--- src/hw/rtl/prc_pkg.sv ---
// Package with the shared types and constants of the pressure ring conditioner.
`timescale 1ns / 1ps
package prc_pkg;
   localparam int SAMPLE_BITS = 10;
   localparam int CHANNELS    = 8;
   localparam int CH_BITS     = 3;
   localparam int PCT_BITS    = 7;
   localparam int HISTORY     = 4;

   typedef logic [SAMPLE_BITS-1:0] sample_type;
   typedef logic [PCT_BITS-1:0]    pct_type;

   typedef struct packed {
      sample_type [CHANNELS-1:0] sample;
   } req_type;

   typedef struct packed {
      pct_type [CHANNELS-1:0] dir;
      logic [CH_BITS-1:0]     strongest_channel;
      pct_type                mean_percent;
      logic                   object_present;
      logic                   object_pressed;
   } rsp_type;

   // Register byte addresses.
   localparam logic [2:0] ADDR_PLACE = 3'd0;
   localparam logic [2:0] ADDR_PRESS = 3'd4;
   localparam pct_type PLACE_RESET = 7'd12;
   localparam pct_type PRESS_RESET = 7'd35;
endpackage

--- src/hw/rtl/prc_stream_if.sv ---
// Valid/ready stream interfaces for the request and response channels.
`timescale 1ns / 1ps
interface prc_req_if;
   logic              valid;
   logic              ready;
   prc_pkg::req_type  data;
   modport source (output valid, output data, input ready);
   modport sink   (input valid, input data, output ready);
endinterface

interface prc_rsp_if;
   logic              valid;
   logic              ready;
   prc_pkg::rsp_type  data;
   modport source (output valid, output data, input ready);
   modport sink   (input valid, input data, output ready);
endinterface

--- src/hw/rtl/prc_divider.sv ---
// Restoring divider, one quotient bit per cycle.
`timescale 1ns / 1ps
module prc_divider (
   input  logic                             clock,
   input  logic                             reset,
   input  logic                             start,
   input  logic [prc_pkg::SAMPLE_BITS+6:0]  dividend,
   input  logic [prc_pkg::SAMPLE_BITS-1:0]  divisor,
   output logic                             done,
   output logic [prc_pkg::PCT_BITS-1:0]     quotient
);
   localparam int NB = prc_pkg::SAMPLE_BITS + 7;
   localparam int CB = $clog2(NB + 1);

   logic [NB-1:0]                    quo_ff, quo_in;
   logic [prc_pkg::SAMPLE_BITS:0]    rem_ff, rem_in;
   logic [prc_pkg::SAMPLE_BITS-1:0]  dvs_ff, dvs_in;
   logic [CB-1:0]                    cnt_ff, cnt_in;
   logic                             busy_ff, busy_in, done_ff, done_in;
   logic [prc_pkg::SAMPLE_BITS+1:0]  trial;

   // One shift and trial subtract per cycle.
   always_comb begin
      quo_in = quo_ff; rem_in = rem_ff; dvs_in = dvs_ff;
      cnt_in = cnt_ff; busy_in = busy_ff; done_in = 1'b0;
      trial = {rem_ff, quo_ff[NB-1]} - {2'b00, dvs_ff};
      if (start) begin
         quo_in = dividend; rem_in = '0; dvs_in = divisor;
         cnt_in = CB'(NB); busy_in = 1'b1;
      end else if (busy_ff) begin
         if (!trial[prc_pkg::SAMPLE_BITS+1]) begin
            rem_in = trial[prc_pkg::SAMPLE_BITS:0];
            quo_in = {quo_ff[NB-2:0], 1'b1};
         end else begin
            rem_in = {rem_ff[prc_pkg::SAMPLE_BITS-1:0], quo_ff[NB-1]};
            quo_in = {quo_ff[NB-2:0], 1'b0};
         end
         cnt_in = cnt_ff - 1'b1;
         if (cnt_ff == CB'(1)) begin
            busy_in = 1'b0; done_in = 1'b1;
         end
      end
   end

   always_ff @(posedge clock) begin
      quo_ff <= quo_in; rem_ff <= rem_in; dvs_ff <= dvs_in; cnt_ff <= cnt_in;
      if (reset) begin
         busy_ff <= 1'b0; done_ff <= 1'b0;
      end else begin
         busy_ff <= busy_in; done_ff <= done_in;
      end
   end

   assign done     = done_ff;
   assign quotient = quo_ff[prc_pkg::PCT_BITS-1:0];
endmodule

--- src/hw/rtl/pressure_ring_conditioner.sv ---
// Top level of the pressure ring conditioner.
`timescale 1ns / 1ps
// Takes one scan of eight samples per transaction and returns one response.
// Each channel's history, minimum and maximum live in one memory word that is
// read into a register ahead of use, and the channels are handled one after
// another. A channel passes a read state, a smoothing state and a range update
// state. The shared serial divider then needs a start, 17 quotient steps and a
// done, and the divider sets the pace. A ring average state and the response
// register load follow the last channel. A new scan is accepted only in the idle
// state, once the response register has been loaded. After reset a clearing pass
// over the eight channels writes the reset state into the memory; no transaction
// is accepted during it. The response sits in an output register and is held
// until taken. The next scan is accepted and worked on meanwhile; it waits only
// when its own response is ready before the previous one has been taken.
module pressure_ring_conditioner (
   input  logic         clock,
   input  logic         reset,
   prc_req_if.sink      req,
   prc_rsp_if.source    rsp,
   input  logic         csr_psel,
   input  logic         csr_penable,
   input  logic         csr_pwrite,
   input  logic [2:0]   csr_paddr,
   input  logic [31:0]  csr_pwdata,
   output logic [31:0]  csr_prdata,
   output logic         csr_pready
);
   localparam int SB = prc_pkg::SAMPLE_BITS;
   localparam int NCH = prc_pkg::CHANNELS;
   localparam int CB = prc_pkg::CH_BITS;
   localparam int WB = SB * (prc_pkg::HISTORY + 2);
   localparam logic [SB-1:0] SMAX = '1;
   // Scaled reciprocal of twenty; exact for every weighted sum of five samples.
   localparam int SM_SHIFT = SB + 15;
   localparam logic [SB+11:0] SM_RECIP =
      (SB+12)'(((64'd1 << SM_SHIFT) + 64'd19) / 64'd20);
   // Scaled reciprocal of twenty-four; exact for ring sums up to 2400.
   localparam logic [11:0] RING_RECIP = 12'd2731;

   typedef enum logic [2:0] {
      ST_CLEAR, ST_IDLE, ST_READ, ST_SMOOTH, ST_CALC, ST_DIV, ST_RING, ST_OUT
   } state_type;

   // Configuration registers.
   prc_pkg::pct_type place_ff, press_ff;
   assign csr_pready = 1'b1;
   always_ff @(posedge clock) begin
      if (reset) begin
         place_ff <= prc_pkg::PLACE_RESET;
         press_ff <= prc_pkg::PRESS_RESET;
      end else if (csr_psel && csr_penable && csr_pwrite) begin
         if (csr_paddr == prc_pkg::ADDR_PLACE) place_ff <= csr_pwdata[6:0];
         if (csr_paddr == prc_pkg::ADDR_PRESS) press_ff <= csr_pwdata[6:0];
      end
   end
   always_comb begin
      csr_prdata = '0;
      if (csr_paddr == prc_pkg::ADDR_PLACE) csr_prdata = {25'd0, place_ff};
      else if (csr_paddr == prc_pkg::ADDR_PRESS) csr_prdata = {25'd0, press_ff};
   end

   // Channel memory: {max, min, h3, h2, h1, h0}.
   logic [WB-1:0] mem [NCH];
   logic [WB-1:0] rd_ff;
   logic          we;
   logic [CB-1:0] waddr;
   logic [WB-1:0] wdata;
   logic [CB-1:0] ch_ff;
   always_ff @(posedge clock) begin
      if (we) mem[waddr] <= wdata;
      rd_ff <= mem[ch_ff];
   end

   state_type     state_ff;
   prc_pkg::req_type scan_ff;
   prc_pkg::pct_type pct_ff [NCH];
   prc_pkg::rsp_type rsp_ff;
   logic          rsp_valid_ff;
   logic [SB-1:0] sm_ff, lo_ff, hi_ff;
   logic          zero_ff, div_start_ff;
   logic          div_done;
   prc_pkg::pct_type quo;

   // Smoother from the word just read; the range update uses the registered value.
   logic [SB-1:0]     s, h0, h1, h2, h3, mn, mx, mn_n, mx_n;
   logic [SB+4:0]     wsum;
   logic [2*SB+16:0]  wprod;
   logic [SB-1:0]     sm;
   always_comb begin
      s  = scan_ff.sample[ch_ff];
      h0 = rd_ff[SB-1:0];       h1 = rd_ff[2*SB-1:SB];
      h2 = rd_ff[3*SB-1:2*SB];  h3 = rd_ff[4*SB-1:3*SB];
      mn = rd_ff[5*SB-1:4*SB];  mx = rd_ff[6*SB-1:5*SB];
      wsum = (SB+5)'(s) * (SB+5)'(10) + (SB+5)'(h0) * (SB+5)'(4)
           + (SB+5)'(h1) * (SB+5)'(3) + (SB+5)'(h2) * (SB+5)'(2) + (SB+5)'(h3);
      wprod = (2*SB+17)'(wsum) * (2*SB+17)'(SM_RECIP);
      sm = wprod[SM_SHIFT +: SB];
      mn_n = (sm_ff < mn && sm_ff != '0) ? sm_ff : mn;
      mx_n = (sm_ff > mx) ? sm_ff : mx;
   end

   prc_divider u_div (
      .clock(clock), .reset(reset), .start(div_start_ff),
      .dividend((SB+7)'(sm_ff - lo_ff) * (SB+7)'(100)),
      .divisor(hi_ff - lo_ff), .done(div_done), .quotient(quo)
   );

   // Ring average, peak, mean and the two threshold flags over the stored percentages.
   prc_pkg::rsp_type rsp_n;
   logic [11:0] rsum;
   logic [23:0] rprod;
   logic [9:0]  msum;
   prc_pkg::pct_type peak;
   always_comb begin
      rsp_n = '0; msum = '0; peak = '0; rsum = '0; rprod = '0;
      for (int c = 0; c < NCH; c++) begin
         rsum = 12'(pct_ff[c]) * 12'd10 + 12'(pct_ff[(c + NCH - 1) % NCH]) * 12'd7
              + 12'(pct_ff[(c + 1) % NCH]) * 12'd7;
         rprod = 24'(rsum) * 24'(RING_RECIP);
         rsp_n.dir[c] = rprod[22:16];
         msum = msum + 10'(pct_ff[c]);
         if (pct_ff[c] > peak) peak = pct_ff[c];
      end
      for (int c = 0; c < NCH; c++)
         if (pct_ff[c] == peak) rsp_n.strongest_channel = CB'(c);
      rsp_n.mean_percent   = msum[9:3];
      rsp_n.object_present = msum[9:3] > place_ff;
      rsp_n.object_pressed = msum[9:3] > press_ff;
   end

   always_comb begin
      we = 1'b0; waddr = ch_ff; wdata = {mx_n, mn_n, h2, h1, h0, s};
      if (state_ff == ST_CLEAR) begin
         we = 1'b1; wdata = {{SB{1'b0}}, SMAX, {(4*SB){1'b0}}};
      end else if (state_ff == ST_CALC) we = 1'b1;
   end

   assign req.ready = (state_ff == ST_IDLE);
   assign rsp.valid = rsp_valid_ff;
   assign rsp.data  = rsp_ff;

   // Sequencer.
   always_ff @(posedge clock) begin
      if (reset) begin
         state_ff <= ST_CLEAR; ch_ff <= '0; rsp_valid_ff <= 1'b0; div_start_ff <= 1'b0;
      end else begin
         div_start_ff <= (state_ff == ST_CALC);
         // The response register refills once it is empty or being taken.
         if (state_ff == ST_OUT && (!rsp_valid_ff || rsp.ready)) rsp_valid_ff <= 1'b1;
         else if (rsp.ready) rsp_valid_ff <= 1'b0;
         unique case (state_ff)
            ST_CLEAR: begin
               ch_ff <= ch_ff + 1'b1;
               if (ch_ff == CB'(NCH - 1)) state_ff <= ST_IDLE;
            end
            ST_IDLE: if (req.valid && req.ready) begin
               scan_ff <= req.data; ch_ff <= '0; state_ff <= ST_READ;
            end
            ST_READ: state_ff <= ST_SMOOTH;
            ST_SMOOTH: begin
               sm_ff <= sm;
               state_ff <= ST_CALC;
            end
            ST_CALC: begin
               lo_ff <= mn_n; hi_ff <= mx_n;
               zero_ff <= (mx_n <= mn_n) || (sm_ff < mn_n);
               state_ff <= ST_DIV;
            end
            ST_DIV: if (div_done) begin
               pct_ff[ch_ff] <= zero_ff ? '0 : quo;
               if (ch_ff == CB'(NCH - 1)) state_ff <= ST_RING;
               else begin
                  ch_ff <= ch_ff + 1'b1; state_ff <= ST_READ;
               end
            end
            ST_RING: state_ff <= ST_OUT;
            ST_OUT: if (!rsp_valid_ff || rsp.ready) begin
               rsp_ff <= rsp_n; state_ff <= ST_IDLE;
            end
            default: state_ff <= ST_IDLE;
         endcase
      end
   end
endmodule
--- src/flat_wrapper.sv ---
// flat-port wrapper written by rule: the top's interface ports become plain ports
module pressure_ring_conditioner_flat 
  (clock, reset, csr_psel, csr_penable, csr_pwrite, csr_paddr, csr_pwdata, csr_prdata, csr_pready, req_valid, req_data, req_ready, rsp_valid, rsp_data, rsp_ready);
  prc_req_if req_i ();
  prc_rsp_if rsp_i ();
  input  logic clock;
  input  logic reset;
  input  logic csr_psel;
  input  logic csr_penable;
  input  logic csr_pwrite;
  input  logic [2:0] csr_paddr;
  input  logic [31:0] csr_pwdata;
  output logic [31:0] csr_prdata;
  output logic csr_pready;
  input wire logic [$bits(req_i.valid)-1:0] req_valid;
  input wire logic [$bits(req_i.data)-1:0] req_data;
  output wire logic [$bits(req_i.ready)-1:0] req_ready;
  output wire logic [$bits(rsp_i.valid)-1:0] rsp_valid;
  output wire logic [$bits(rsp_i.data)-1:0] rsp_data;
  input wire logic [$bits(rsp_i.ready)-1:0] rsp_ready;
  assign req_i.valid = req_valid;
  assign req_i.data = req_data;
  assign req_ready = req_i.ready;
  assign rsp_valid = rsp_i.valid;
  assign rsp_data = rsp_i.data;
  assign rsp_i.ready = rsp_ready;
  pressure_ring_conditioner u_core (.clock(clock), .reset(reset), .req(req_i), .rsp(rsp_i), .csr_psel(csr_psel), .csr_penable(csr_penable), .csr_pwrite(csr_pwrite), .csr_paddr(csr_paddr), .csr_pwdata(csr_pwdata), .csr_prdata(csr_prdata), .csr_pready(csr_pready));
endmodule
--- config.mk ---
export PLATFORM = sky130hd
export DESIGN_NAME = pressure_ring_conditioner_flat
export DESIGN_NICKNAME = d
export VERILOG_FILES = /design/src/hw/rtl/prc_pkg.sv /design/src/hw/rtl/prc_stream_if.sv /design/src/hw/rtl/prc_divider.sv /design/src/hw/rtl/pressure_ring_conditioner.sv /design/src/flat_wrapper.sv
export SDC_FILE = /design/constraint.sdc
export NUM_CORES = 2
export LEC_CHECK = 0
export ABC_AREA = 1
export BUFFER_PORTS_ARGS = -buffer_cell sky130_fd_sc_hd__buf_2
export CAP_MARGIN = 20
export CORE_MARGIN = 2
export CORE_UTILIZATION = 57
export CTS_CLUSTER_SIZE = 30
export DETAILED_ROUTE_END_ITERATION = 16
export GPL_TIMING_DRIVEN = 1
export MAX_ROUTING_LAYER = met4
export PLACE_DENSITY = 0.74
export SYNTH_ARGS = -nofsm -noshare
export SYNTH_HDL_FRONTEND = slang
export SYNTH_SLANG_ARGS = --single-unit
--- constraint.sdc ---
create_clock -name clock -period 13.5 [get_ports clock]
set_input_delay 1.35 -clock clock [delete_from_list [all_inputs] [get_ports clock]]
set_output_delay 1.35 -clock clock [all_outputs]
set_load 0.02 [all_outputs]
### After elaboration in Yosys (flattened, before gate mapping)

Memories as Yosys holds them, arrays and structs flattened. A register that Yosys moved wholly into a read port is not among the register bits.
Index checks and enable logic that the tools add are counted.
Widths: inputs -> output; s select.

| storage, ports and cells | value |
|---|---|
| bits in registers | 246 |
| input port bits | 122 |
| bits in writable memories | 536 |
| logic and storage cells | 215 |
| output and inout bits | 103 |
| memories | 2 |

Memory list:

| name | depth | bits a word | read ports | clocked after Yosys merged registers in | wr ports | RTL line | source |
|---|---|---|---|---|---|---|---|
| u_core.mem | 8 | 60 | 1 | 1 | 1 | pressure_ring_conditioner.sv:63 | `logic [WB-1:0] mem [NCH];` |
| u_core.pct_ff | 8 | 7 | 8 | 0 | 1 | pressure_ring_conditioner.sv:76 | `prc_pkg::pct_type pct_ff [NCH];` |

| operators by class | value |
|---|---|
| reduce and logical (&&, ||, !) cells | 25 |
| magnitude comparators | 15 |
| bitwise operators | 2 |
| multipliers | 28 |
| $add $sub $neg | 32 |
| equal/unequal tests | 22 |
| muxes and demuxes | 50 |

Operators by type and width:

| operator | count |
|---|---|
| $mul 12x12->23 const B | 8 |
| $mul 7x3->10 const B | 16 |
| $add 11x10->12 | 8 |
| $add 12x10->12 | 8 |
| $mux 7 | 10 |
| $gt 7x7->1 | 9 |
| $add 10x7->10 | 6 |
| $mux 60 | 1 |
| $eq 7x7->1 | 7 |
| $mul 15x20->34 const B | 1 |
| $mux 17 | 2 |
| $mux 32 | 1 |
| $bmux 10 s3 | 1 |
| $mux 10 | 3 |
| $mux 3 | 8 |
| $pmux 3 s8 | 1 |
| $lt 10x10->1 | 2 |
| $eq 3x3->1 const B | 6 |
| $mul 17x5->15 const B | 1 |
| $mux 1 | 17 |
| $add 14x12->15 | 1 |
| $add 15x10->15 | 1 |
| $add 15x11->15 | 1 |
| $add 15x12->15 | 1 |
| 33 further kinds | 54 |

### Depth between registers and ports, before layout

An unclocked memory read counts as a cell.

| logic depth | value |
|---|---|
| depth after elaboration | 24 |
| mapped depth | 92 |

### By module

A second synthesis with hierarchy kept.

| unflattened totals | value |
|---|---|
| cells, all modules | 7008 |
| area, all modules | 72960.0 µm² |

Modules (own cells, without submodules):

| module | instances | cells each | area each (µm²) |
|---|---|---|---|
| pressure_ring_conditioner | 1 | 6677 | 70298.7 |
| prc_divider | 1 | 331 | 2661.3 |

### Worst setup path after synthesis

OpenSTA, ideal clock, no wires.

| timing | value |
|---|---|
| path kind | register to register |
| start | memory u_core.pct_ff[0][4] (netlist bit) |
| end | register u_core.rsp_ff (netlist bit u_core.rsp.data[9]), data pin |
| stages on the path, launching flop included | 85 |
| clock period less this slack | 10.520 ns |
| arrival time | 10.267 ns |
| path slack | 2.980 ns |
| data required time | 13.247 ns |
| cell sequence | edfxtp_1 > inv_1 > ha_1 > nand2_1 > nor2_1 > nor2_1 > inv_1 > ha_1 > nand2_2 > inv_1 > a21oi_2 > nand2_2 > buf_6 > nand3_1 > and2_1 > inv_1 > ha_1 > nand2_1 > [... 49 more ...] > a21oi_1 > a211oi_2 > inv_1 > nand2_1 > buf_4 > nand3_4 > nand2_2 > nand2_1 > nand2_1 > nand2_1 > nor2_1 > nand2_1 > nand2_1 > nand2_1 > nand2_1 > nand2_1 > nand2_1 > nand2_1 |

RTL lines:

| item | RTL line | source |
|---|---|---|
| start: declaration | pressure_ring_conditioner.sv:76 |  |
| end signal: assignment | pressure_ring_conditioner.sv:178 | `rsp_ff <= rsp_n; state_ff <= ST_IDLE;` |
| end: declaration | pressure_ring_conditioner.sv:77 | `prc_pkg::rsp_type rsp_ff;` |

==> flow_summary.yaml <==
clock_network:
  cts_root_buffer: "sky130_fd_sc_hd__clkbuf_16"
  cts_max_path_buffers: 3
  tritoncts_buffer_count: 87
  htreeDepth: 3
  cts_sinks: 842
  worst_setup_hold_path_clk_slew_ns: 0.07
  tritoncts: "built"
  clkLatencyLatePin_ns: 0.70
floorplan:
  rows: 130
  initial_utilization_pct: 57.5
  placeableCoreArea_sq_um: 126000
  chipHeight_um: 360
  floorplan.die_area_sq_um: 129000
  design.portCount: 225
  fp.dieW_um: 360
global_route:
  grt_first_pass_wirelength_mm: 274
  global_route.usage.total_pct: 28.1
  vias_in_the_first_global_route: 50600
  grt_max_degree: 81
  grt.met1_usage_pct: 33.8
  met3_track_demand_over_resource_in_global_routing_pct: 2.96
  globalRouteOverflowTotal: 0
  gr-usage-met2_pct: 47.3
  gr-max-usage-layer: "met2"
  grt_antenna_before_repair: 3
critical_path:
  cpLargestDelayFamily: "simple AND/OR/NAND/NOR gates"
  startpoint_type: "flop"
  worst_ep_arrival_time_ns: 12.85
  path_common_cell: "sky130_fd_sc_hd__nand2_1"
  timing.critical_path.fanout_max: 11
  critical_path.max_stage_delay_ns: 0.56
  critPathCaptureType: "flop"
  cpMaxStageDelayCell: "sky130_fd_sc_hd__edfxtp_1"
  cp_num_buf_inv: 17
  setup.worst_path.class: "reg2reg"
  ff2ff_path_depth: 86
  data_required_critical_path_ns: 13.96
  path_depth: 86
timing:
  worst_slew_pin_slew_ns: 1.11
  finalMaxSlewViolations: 0
  fin_setup_tns_ns: 0
  finalCriticalPeriod_ns: 12.39
  post-route-period-util_pct: 91.8
  max_freq_mhz: 80.7
  final.setup_skew_ns: 0.0282
  grt_setup_unrepaired: "false"
  finalSetupViolCount: 0
  slew-limit-headroom_pct: 25.9
  whs_ns: 0.453
  hold_violations: 0
place:
  io_buffers: 173
  gp_routability_congestion: 0.963
  dp.final_hpwl_mm: 134
finish:
  layout-drive-gt1-share_pct: 6.48
  area_growth_syn_to_layout_pct: 8.29
  ff_latch_area_sq_um: 24300
  multi_input_area_sq_um: 41800
  layout.core_utilization_pct: 62.2
  nets: 9048
  fillCellCount: 9979
synth:
  synth_sequential_area_ratio_pct: 33.6
  post-synth-top-count-cell: "sky130_fd_sc_hd__inv_1"
  synthArstFlopShare_pct: 0
  largest_cells_by_area_after_synthesis: "sky130_fd_sc_hd__edfxtp_1 31%, sky130_fd_sc_hd__ha_1 21%, sky130_fd_sc_hd__fa_1 17%"
  netlist-cell-type-count: 59
  synth_top_area_cell: "sky130_fd_sc_hd__edfxtp_1"
  yosys_register_bits: 842
  postSynthCellCount: 6866
  synthesis.yosys.warnings: 0
  synth_area_sq_um: 72200
  synth_largest_type_area_fraction_pct: 30.8
  post_synth.cell_area_avg_sq_um: 10.5
  ys.flop_type: "sky130_fd_sc_hd__edfxtp_1"
  synth-edff-count: 740
  yosys-top-cells-count: "1533 x sky130_fd_sc_hd__inv_1, 1196 x sky130_fd_sc_hd__ha_1, 740 x sky130_fd_sc_hd__edfxtp_1"
route:
  detail-route-antenna-nets: 0
  drt_iter0_drc: 3076
  totalWireLength_mm: 173
  post_drt_via_cell_ratio: 5.53
  routed_wire_length_per_instance_um: 19.6
  drt_pass1_iterations: 5
  total_via_count_after_detailed_routing: 48900
  detail_route.drc_violations: 0
min_path:
  hold_path.class: "reg2reg"
  timing.hold.worst_path_depth: 2
run:
  drv.max_cap_violation_count: 0
run_status:
  run_status: "finished clean"
[timing repair]
action	4_1_cts	5_1_grt
setup endpoints to repair	0	3
resized for setup	0	2
hold buffers	0	0
setup buffers	0	8
endpoints found under the hold margin	0	0
[per-stage QoR]
stage / cells / worst slack (ns) / area, sq um
floorplan: 6890 / 2.98 / 72300
global placement: 8672 / 1.10 / 75300
detailed placement: 8672 / 1.01 / 75300
CTS: 8832 / 0.984 / 78100
global route: 8841 / 0.00785 / 78200
finish: 8841 / 1.11 / 78200
[worst paths after layout]
kind / from / to / slack [ns]
worst min register to register: u_core.mem[3][2]$_DFFE_PP_ / u_core.rd_ff[2]$_DFF_P_ / 0.45
worst max register to register: u_core.pct_ff[0][3]$_DFFE_PP_ / u_core.rsp.data[9]$_SDFFCE_PP1P_ / 1.11
worst max-delay path: u_core.pct_ff[0][3]$_DFFE_PP_ / u_core.rsp.data[9]$_SDFFCE_PP1P_ / 1.11
worst min-delay path: u_core.mem[3][2]$_DFFE_PP_ / u_core.rd_ff[2]$_DFF_P_ / 0.45
[sequential cells by signal, summed over array words and instances (netlist names), 10 cells and up]
register	count
u_core.mem	480
u_core.scan_ff	80
u_core.rsp.data	68
u_core.rd_ff	60
u_core.pct_ff	56
u_core.u_div.quo_ff	17
u_core.u_div.rem_ff	11
u_core.hi_ff	10
u_core.lo_ff	10
u_core.sm_ff	10
u_core.u_div.dvs_ff	10
[placed cells by master, fill, tap and decap left out, types with 12 or more instances in the layout]
cell / instances
sky130_fd_sc_hd__xnor2_1: 112
sky130_fd_sc_hd__a221oi_1: 60
sky130_fd_sc_hd__edfxtp_1: 740
sky130_fd_sc_hd__conb_1: 26
sky130_fd_sc_hd__nor3_1: 23
sky130_fd_sc_hd__o21bai_1: 35
sky130_fd_sc_hd__dfxtp_1: 102
sky130_fd_sc_hd__and2_1: 13
sky130_fd_sc_hd__a21oi_1: 398
sky130_fd_sc_hd__clkbuf_1: 19
sky130_fd_sc_hd__buf_2: 173
sky130_fd_sc_hd__inv_1: 1533
sky130_fd_sc_hd__a22o_1: 69
sky130_fd_sc_hd__nor3_2: 14
sky130_fd_sc_hd__nand2_1: 679
sky130_fd_sc_hd__nand3_2: 23
sky130_fd_sc_hd__nand2_2: 12
sky130_fd_sc_hd__a22oi_1: 89
sky130_fd_sc_hd__o22ai_1: 19
sky130_fd_sc_hd__nand3_1: 179
sky130_fd_sc_hd__clkbuf_16: 87
sky130_fd_sc_hd__fa_1: 611
sky130_fd_sc_hd__o21ai_0: 173
sky130_fd_sc_hd__a21o_1: 41
sky130_fd_sc_hd__buf_4: 80
sky130_fd_sc_hd__nor2_1: 221
sky130_fd_sc_hd__ha_1: 1196
sky130_fd_sc_hd__a211oi_1: 12
sky130_fd_sc_hd__clkinv_1: 18
sky130_fd_sc_hd__nand4_1: 88
sky130_fd_sc_hd__xor2_1: 187
sky130_fd_sc_hd__o211ai_1: 13
sky130_fd_sc_hd__clkinv_2: 14
[layer usage]
| layer | share of wire [%] | routed length, um | vias up |
|---|---|---|---|
| met1 | 41 | 71000 | 23800 |
| met3 | 4.6 | 7930 | 392 |
| met2 | 49 | 85400 | 1294 |
| li1 | - | - | 23400 |
| met4 | 5.3 | 9130 | 0 |
| met5 | 0 | 0 | - |
[cells by family (layout without fill, tap and decap cells)]
kind of cell | Yosys count | count (layout) | share of synthesized area (%)
adder cells (fa/ha/maj) | 1807 | 1807 | 37.7
buffers and inverters | 1653 | 1953 | 8.77
AND/OR/NAND/NOR | 1300 | 1300 | 8.03
AO/OA/AOI/OAI | 963 | 963 | 8.26
flip-flops | 842 | 842 | 33.6
XOR/XNOR | 299 | 299 | 3.63
other | 2 | 27 | 0.0104
[final cells by class]
type / count / share of cell area [%]
multi-input cells: 4395 / 53.5
well taps: 1650 / 2.64
inverters: 1539 / 7.39
flip-flops and latches: 842 / 31.0
clock buffers: 109 / 2.93
clock inverters: 51 / 0.608
repair buffers: 254 / 1.90
diodes: 1 / 0.00320
[tightest hold or removal path: cells and delay by family, from the launching register on]
family	cells	cell delay [ns]
flops	1	0.32
compound gates	1	0.06
simple gates	1	0.05
Power is not shown: default switching activity piles up to over one toggle a cycle in this logic, so the estimate is an artifact.
